<file path="src/rtl/core/kct_pkg.sv">
// kct_pkg: shared widths, result status codes, controller/datapath command
// and status structs, and the saturating increment helper
// no dependencies
`default_nettype none

package kct_pkg;

  // fixed field widths of the request and result transactions
  localparam int KEY_W    = 32;
  localparam int IDX_W    = 5;
  localparam int CNT_W    = 32;
  localparam int STATUS_W = 3;
  localparam int USED_W   = 6;

  // result status codes
  localparam logic [STATUS_W-1:0] ST_HIT        = 3'd0;
  localparam logic [STATUS_W-1:0] ST_INSERTED   = 3'd1;
  localparam logic [STATUS_W-1:0] ST_DROPPED    = 3'd2;
  localparam logic [STATUS_W-1:0] ST_READ_VALID = 3'd3;
  localparam logic [STATUS_W-1:0] ST_READ_EMPTY = 3'd4;

  // request type codes
  localparam logic REQ_TALLY = 1'b0;
  localparam logic REQ_READ  = 1'b1;

  // controller to datapath
  typedef struct packed {
    logic                accept;      // latch request, register match vector
    logic                load_addr;   // capture table read address
    logic                addr_hit;    // read address from matching entry
    logic                insert;      // write new entry at fill position
    logic                drop;        // bump the drop counter
    logic                write_back;  // store incremented counts
    logic                emit;        // load the result register
    logic [STATUS_W-1:0] code;        // status of the emitted result
  } cmd_t;

  // datapath to controller
  typedef struct packed {
    logic is_read;   // latched request is a read
    logic hit;       // latched key matches an occupied entry
    logic in_range;  // read index below the fill count
    logic full;      // every entry occupied
    logic out_free;  // result register can take a new result
  } stat_t;

  // counter increment that sticks at all ones
  function automatic logic [CNT_W-1:0] sat_inc(input logic [CNT_W-1:0] v);
    sat_inc = (&v) ? v : v + CNT_W'(1);
  endfunction

endpackage

`default_nettype wire

</file>
<file path="src/rtl/core/kct_ctrl.sv">
// kct_ctrl: sequencing state machine for one request at a time
// depends on kct_pkg
`default_nettype none

module kct_ctrl (
  input  wire logic           clk,
  input  wire logic           rst,
  input  wire logic           req_valid,
  output logic                req_ready,
  input  wire kct_pkg::stat_t stat,
  output kct_pkg::cmd_t       cmd
);

  localparam logic [1:0] S_IDLE = 2'd0;  // waiting for a request
  localparam logic [1:0] S_LOOK = 2'd1;  // match vector registered, decide
  localparam logic [1:0] S_UPD  = 2'd2;  // counts read back, update hit entry
  localparam logic [1:0] S_RDV  = 2'd3;  // entry read back for a read request

  logic [1:0] state;
  logic [1:0] state_next;

  // state register
  always_ff @(posedge clk) begin
    if (rst) begin
      state <= S_IDLE;
    end else begin
      state <= state_next;
    end
  end

  assign req_ready = (state == S_IDLE);

  // next state and command decode
  always_comb begin
    state_next = state;
    cmd        = '0;
    cmd.code   = kct_pkg::ST_HIT;
    unique case (state)
      S_IDLE: begin
        if (req_valid) begin
          cmd.accept = 1'b1;
          state_next = S_LOOK;
        end
      end
      S_LOOK: begin
        if (stat.is_read) begin
          if (stat.in_range) begin
            cmd.load_addr = 1'b1;
            state_next    = S_RDV;
          end else if (stat.out_free) begin
            cmd.emit   = 1'b1;
            cmd.code   = kct_pkg::ST_READ_EMPTY;
            state_next = S_IDLE;
          end
        end else if (stat.hit) begin
          cmd.load_addr = 1'b1;
          cmd.addr_hit  = 1'b1;
          state_next    = S_UPD;
        end else if (stat.out_free) begin
          if (stat.full) begin
            cmd.drop = 1'b1;
            cmd.code = kct_pkg::ST_DROPPED;
          end else begin
            cmd.insert = 1'b1;
            cmd.code   = kct_pkg::ST_INSERTED;
          end
          cmd.emit   = 1'b1;
          state_next = S_IDLE;
        end
      end
      S_UPD: begin
        if (stat.out_free) begin
          cmd.write_back = 1'b1;
          cmd.emit       = 1'b1;
          cmd.code       = kct_pkg::ST_HIT;
          state_next     = S_IDLE;
        end
      end
      S_RDV: begin
        if (stat.out_free) begin
          cmd.emit   = 1'b1;
          cmd.code   = kct_pkg::ST_READ_VALID;
          state_next = S_IDLE;
        end
      end
      default: begin
        state_next = S_IDLE;
      end
    endcase
  end

endmodule

`default_nettype wire

</file>
<file path="config.mk">
export PLATFORM = sky130hd
export DESIGN_NAME = kct_ctrl
export DESIGN_NICKNAME = d
export VERILOG_FILES = /design/src/rtl/core/kct_pkg.sv /design/src/rtl/core/kct_ctrl.sv
export SDC_FILE = /design/constraint.sdc
export NUM_CORES = 1
export LEC_CHECK = 0
export BUFFER_PORTS_ARGS = -buffer_cell sky130_fd_sc_hd__buf_2
export CORE_AREA = 2 2 39 41
export DETAILED_ROUTE_END_ITERATION = 8
export DIE_AREA = 0 0 41 43
export HOLD_SLACK_MARGIN = 0.02
export PLACE_DENSITY = 0.49
export SYNTH_ARGS = -nofsm -noshare
export SYNTH_HDL_FRONTEND = slang
export SYNTH_SLANG_ARGS = --single-unit
</file>
<file path="constraint.sdc">
create_clock -name clk -period 2.7 [get_ports clk]
set_input_delay 0.405 -clock clk [delete_from_list [all_inputs] [get_ports clk]]
set_output_delay 0.405 -clock clk [all_outputs]
set_load 0.01 [all_outputs]
</file>
# [Yosys cells after proc, flatten, opt, wreduce, memory -nomap -nowiden]
# Index checks and enable logic that the tools add are counted.
[totals] ff_bits=2 out_inout_bits=11 wordCells=34
[classes] n_eq_ne=4 muxes=27 reduce_logical=2
[op_table] op="2-to-1 mux 4 bit" n=7
[op_table] op="2-to-1 mux 2 bit" n=9
[op_table] op="one-hot mux 4 bit (3 select lines)" n=1
[op_table] op="2-to-1 mux 1 bit" n=7
[op_table] op="one-hot mux 2 bit (3 select lines)" n=1
[op_table] op="2-to-1 mux 5 bit" n=1
[op_table] op="== test 2 bit (second input constant)" n=2
[op_table] op="2-to-1 mux 3 bit" n=1
[op_table] op="== test 2 x 1 -> 1 bit (second input constant)" n=1
[op_table] op="zero test 2 bit" n=1
[op_table] op="!= test 2 bit (second input constant)" n=1
[op_table] op="OR reduction 2 bit" n=1

# [Logic depth before layout (Yosys ltp)]
[logic_depth] depth_word=5 ltp_mapped=3 ltp_nobuf=3

# [Least setup slack after synthesis]
# Ideal clock, no wire load.
[synth_timing] path_type="register -> output" from="register state[1]" to="output port cmd[5] (netlist bit)" arrival_ns=1.037 t_required_ns=2.295 path_slack_ns=1.258 path_stages_with_launch=4 n_path_buf=0 cell_sequence="dfxtp_1 -> nand3b_1 -> or3_4 -> nor2_1"
[synth_lines] item="from (decl)" line="kct_ctrl.sv:19" source="logic [1:0] state;"
[synth_lines] item="from (signal assigned)" line="kct_ctrl.sv:27" source="state <= state_next;"
[synth_lines] item="to (decl)" line="kct_ctrl.sv:11" source="output kct_pkg::cmd_t cmd"

==> reports/results.txt <==
Synthesized area -> 201 um2
Area Growth Syn to Fin -> 65.8%
Root Buffer -> clkbuf_4
Initial core utilization -> 14.6%
Largest Register -> state
Critical path data arrival time -> 1.38 ns
Crit path kind -> flop to primary output
GRT Overall Usage -> 7.70%
Cells taking the most area after synthesis -> dfxtp_1 20%, nor2_1 9.3%, nor2b_1 9.3%
Setup_tns -> 0 ns
Final slew viol count -> 0
Initial antenna violation count -> 0
Unrepaired setup endpoints after global routing -> no
Net Count, Synth -> 36
Die height -> 43 um
Cell taking the most area after synthesis -> dfxtp_1
Minimum hold slack -> 0.352 ns
Final Core Density -> 24.1%
H-tree depth -> 1
Register bit total from synthesis -> 2
Power share of the sequential group -> 25.6%
Core area -> 1380 um2
FP Rows -> 14
First-pass GRT wire length -> 883 um
DR pass1 iterations -> 4
Post-CTS Setup Inserts -> 0
Tot Pwr -> 0.137 mW
Crit-path slowest cell -> or3_4
Clock sink count -> 2
Total CTS buffers -> 3
Vias per cell -> 3.97
Dpl ws -> 1.05 ns
Fillers -> 156
Worst hold path class -> input port to flop
Min-Delay Endpoint -> state[0]$_SDFFE_PP0P_
CTS tree -> built
Routed len/inst -> 9.12 um
Final Net Count -> 59
N_diodes -> 0
Outcome -> completed
Mean Syn Cell Area -> 7.19 um2
Register area share after synthesis -> 19.9%
Hold-fix buffers, CTS -> 0
Largest net degree at the start of global routing -> 9
Mapped Cells -> 28
Synth top area share -> 19.9%
Top flop regs -> state: 2 flops
Setup Viol. Count Final -> 0
Proportion of layout cells with a drive suffix above 1 -> 51.0%
Worst-case reg-to-reg path depth -> 3
Vias in the first global route -> 236
DR vias -> 258
Gr ovfl total -> 0
Routed Antenna Nets -> 0
Crit path time final -> 1.78 ns
GPL Wtd Cong -> 0.619
Clock transition at path regs -> 0.03 ns
Worst R2R End -> state[0]$_SDFFE_PP0P_
Relative slew slack -> 86.2%
Synth Warn # -> 0
Tcrit/Tclk final -> 66.0%
Cell Count Post-Placement -> 62
Internal Pwr Total -> 0.0984 mW
Max FFs per register -> 2
Startpoint Class -> flop
Total Wirelength -> 593 um
Seq. cell area -> 40.0 um2
Hold path start -> rst
Port Buffers -> 18
Die Area -> 1760 um2
CP Data Required Time -> 2.30 ns
Setup WS post-layout -> 0.919 ns
Switch share -> 28.4%
Crit. End Element -> primary output
Fin. Hold Viols -> 0
Design area -> 334 um2
Residual DRC -> 0
Distinct cells, synth -> 19
CTS Buffer Depth -> 2
Cell Chain, Critical Path -> nand3b_1, or3_4, o21ai_2, buf_2
Non-filler cells in the finished layout -> 65
Maximum achievable frequency -> 561 MHz
Clock group share of total power -> 48.2%
DP Wirelength -> 468 um
Multi-input logic area -> 158 um2
LEAKAGE -> 0.179 nW
Combinational share of power -> 26.1%
Post-CTS sizing -> 0
Clk_lat worst skew -> 0.22 ns
Max Cap Viol -> 0
Crit path largest cell delay -> 0.36 ns
Most common cell after layout, fill and taps aside -> buf_2
Worst-Margin Slew -> 0.206 ns
R2r setup slk -> 1.65 ns
VDD IR max -> 0.177 mV
DP Area -> 312 um2
Drt initial violations -> 5
Top Ports -> 19
Die Width -> 41 um
Final Skew -> 0.000463 ns
Crit Path Max Fanout -> 8
Hold Path Depth -> 2
Cell Pwr Density -> 411 nW/um2
Commonest non-fill, non-tap cells in the layout -> 18 x buf_2, 5 x nor2_1, 3 x nor2b_1, 3 x clkbuf_4
Sw power -> 0.0390 mW
R2r startpoint -> state[0]$_SDFFE_PP0P_
[worst max-delay path, delay by kind of cell, from the launching register on]
kind / cells / cell delay, ns
AO/OA/AOI/OAI: 1 / 0.11
buffers and inverters: 1 / 0.13
flip-flops: 1 / 0.35
AND/OR/NAND/NOR: 2 / 0.55
[cells by family after synthesis]
group           count (synthesis)  synth area share [%]
buf+inv                         1                  1.86
flops                           2                  19.9
simple gates                   17                  47.8
compound gates                  8                  30.4
[worst max-delay path by stage]
stage                               start      to  slack [ns]  cells past startpoint
finish              state[1]$_SDFFE_PP0P_  cmd[0]        0.92                      4
global route        state[0]$_SDFFE_PP0P_  cmd[0]        0.85                      4
global placement                  stat[0]  cmd[0]        1.06                      5
detailed placement                stat[0]  cmd[0]        1.05                      5
CTS                 state[1]$_SDFFE_PP0P_  cmd[0]        0.90                      4
floorplan           state[1]$_SDFFE_PP0P_  cmd[5]        1.26                      3
[cells in the mapped netlist]
library cell,n
a21oi_1,1
a21oi_2,1
a2bb2oi_1,1
a31oi_1,1
and2_1,1
dfxtp_1,2
inv_1,1
nand2_1,2
nand2b_1,1
nand3_1,1
nand3b_1,1
nor2_1,5
nor2b_1,3
nor3b_1,1
o21ai_0,1
o21ai_2,2
o21ba_1,1
or2b_1,1
or3_4,1
[power groups by stage]
stage          Clock, mW  Sequential [mW]  Combinational [mW]
5_1_grt           0.0726           0.0355              0.0406
6_report          0.0663           0.0352              0.0359
4_1_cts           0.0724           0.0351              0.0364
3_3_place_gp           0           0.0356              0.0360
2_1_floorplan          0           0.0348              0.0205
3_5_place_dp           0           0.0356              0.0363
[metal layers]
layer  vias to the layer above  track usage (%)  share of wire [%]
li1                        140                -                  -
met1                       108             10.2                 44
met2                        10             9.38                 47
met3                         0             1.57                9.4
met4                         0             8.00                  0
met5                         -                0                  0
[area by class of cell]
type	instances	area share (%)
Sequential cell	2	12.0
Timing Repair Buffer	18	27.0
Multi-Input combinational cell	25	47.2
Clock buffer	3	6.74
Inverter	1	1.12
Tap cell	16	5.99
Power figures use the tool's default switching activity.
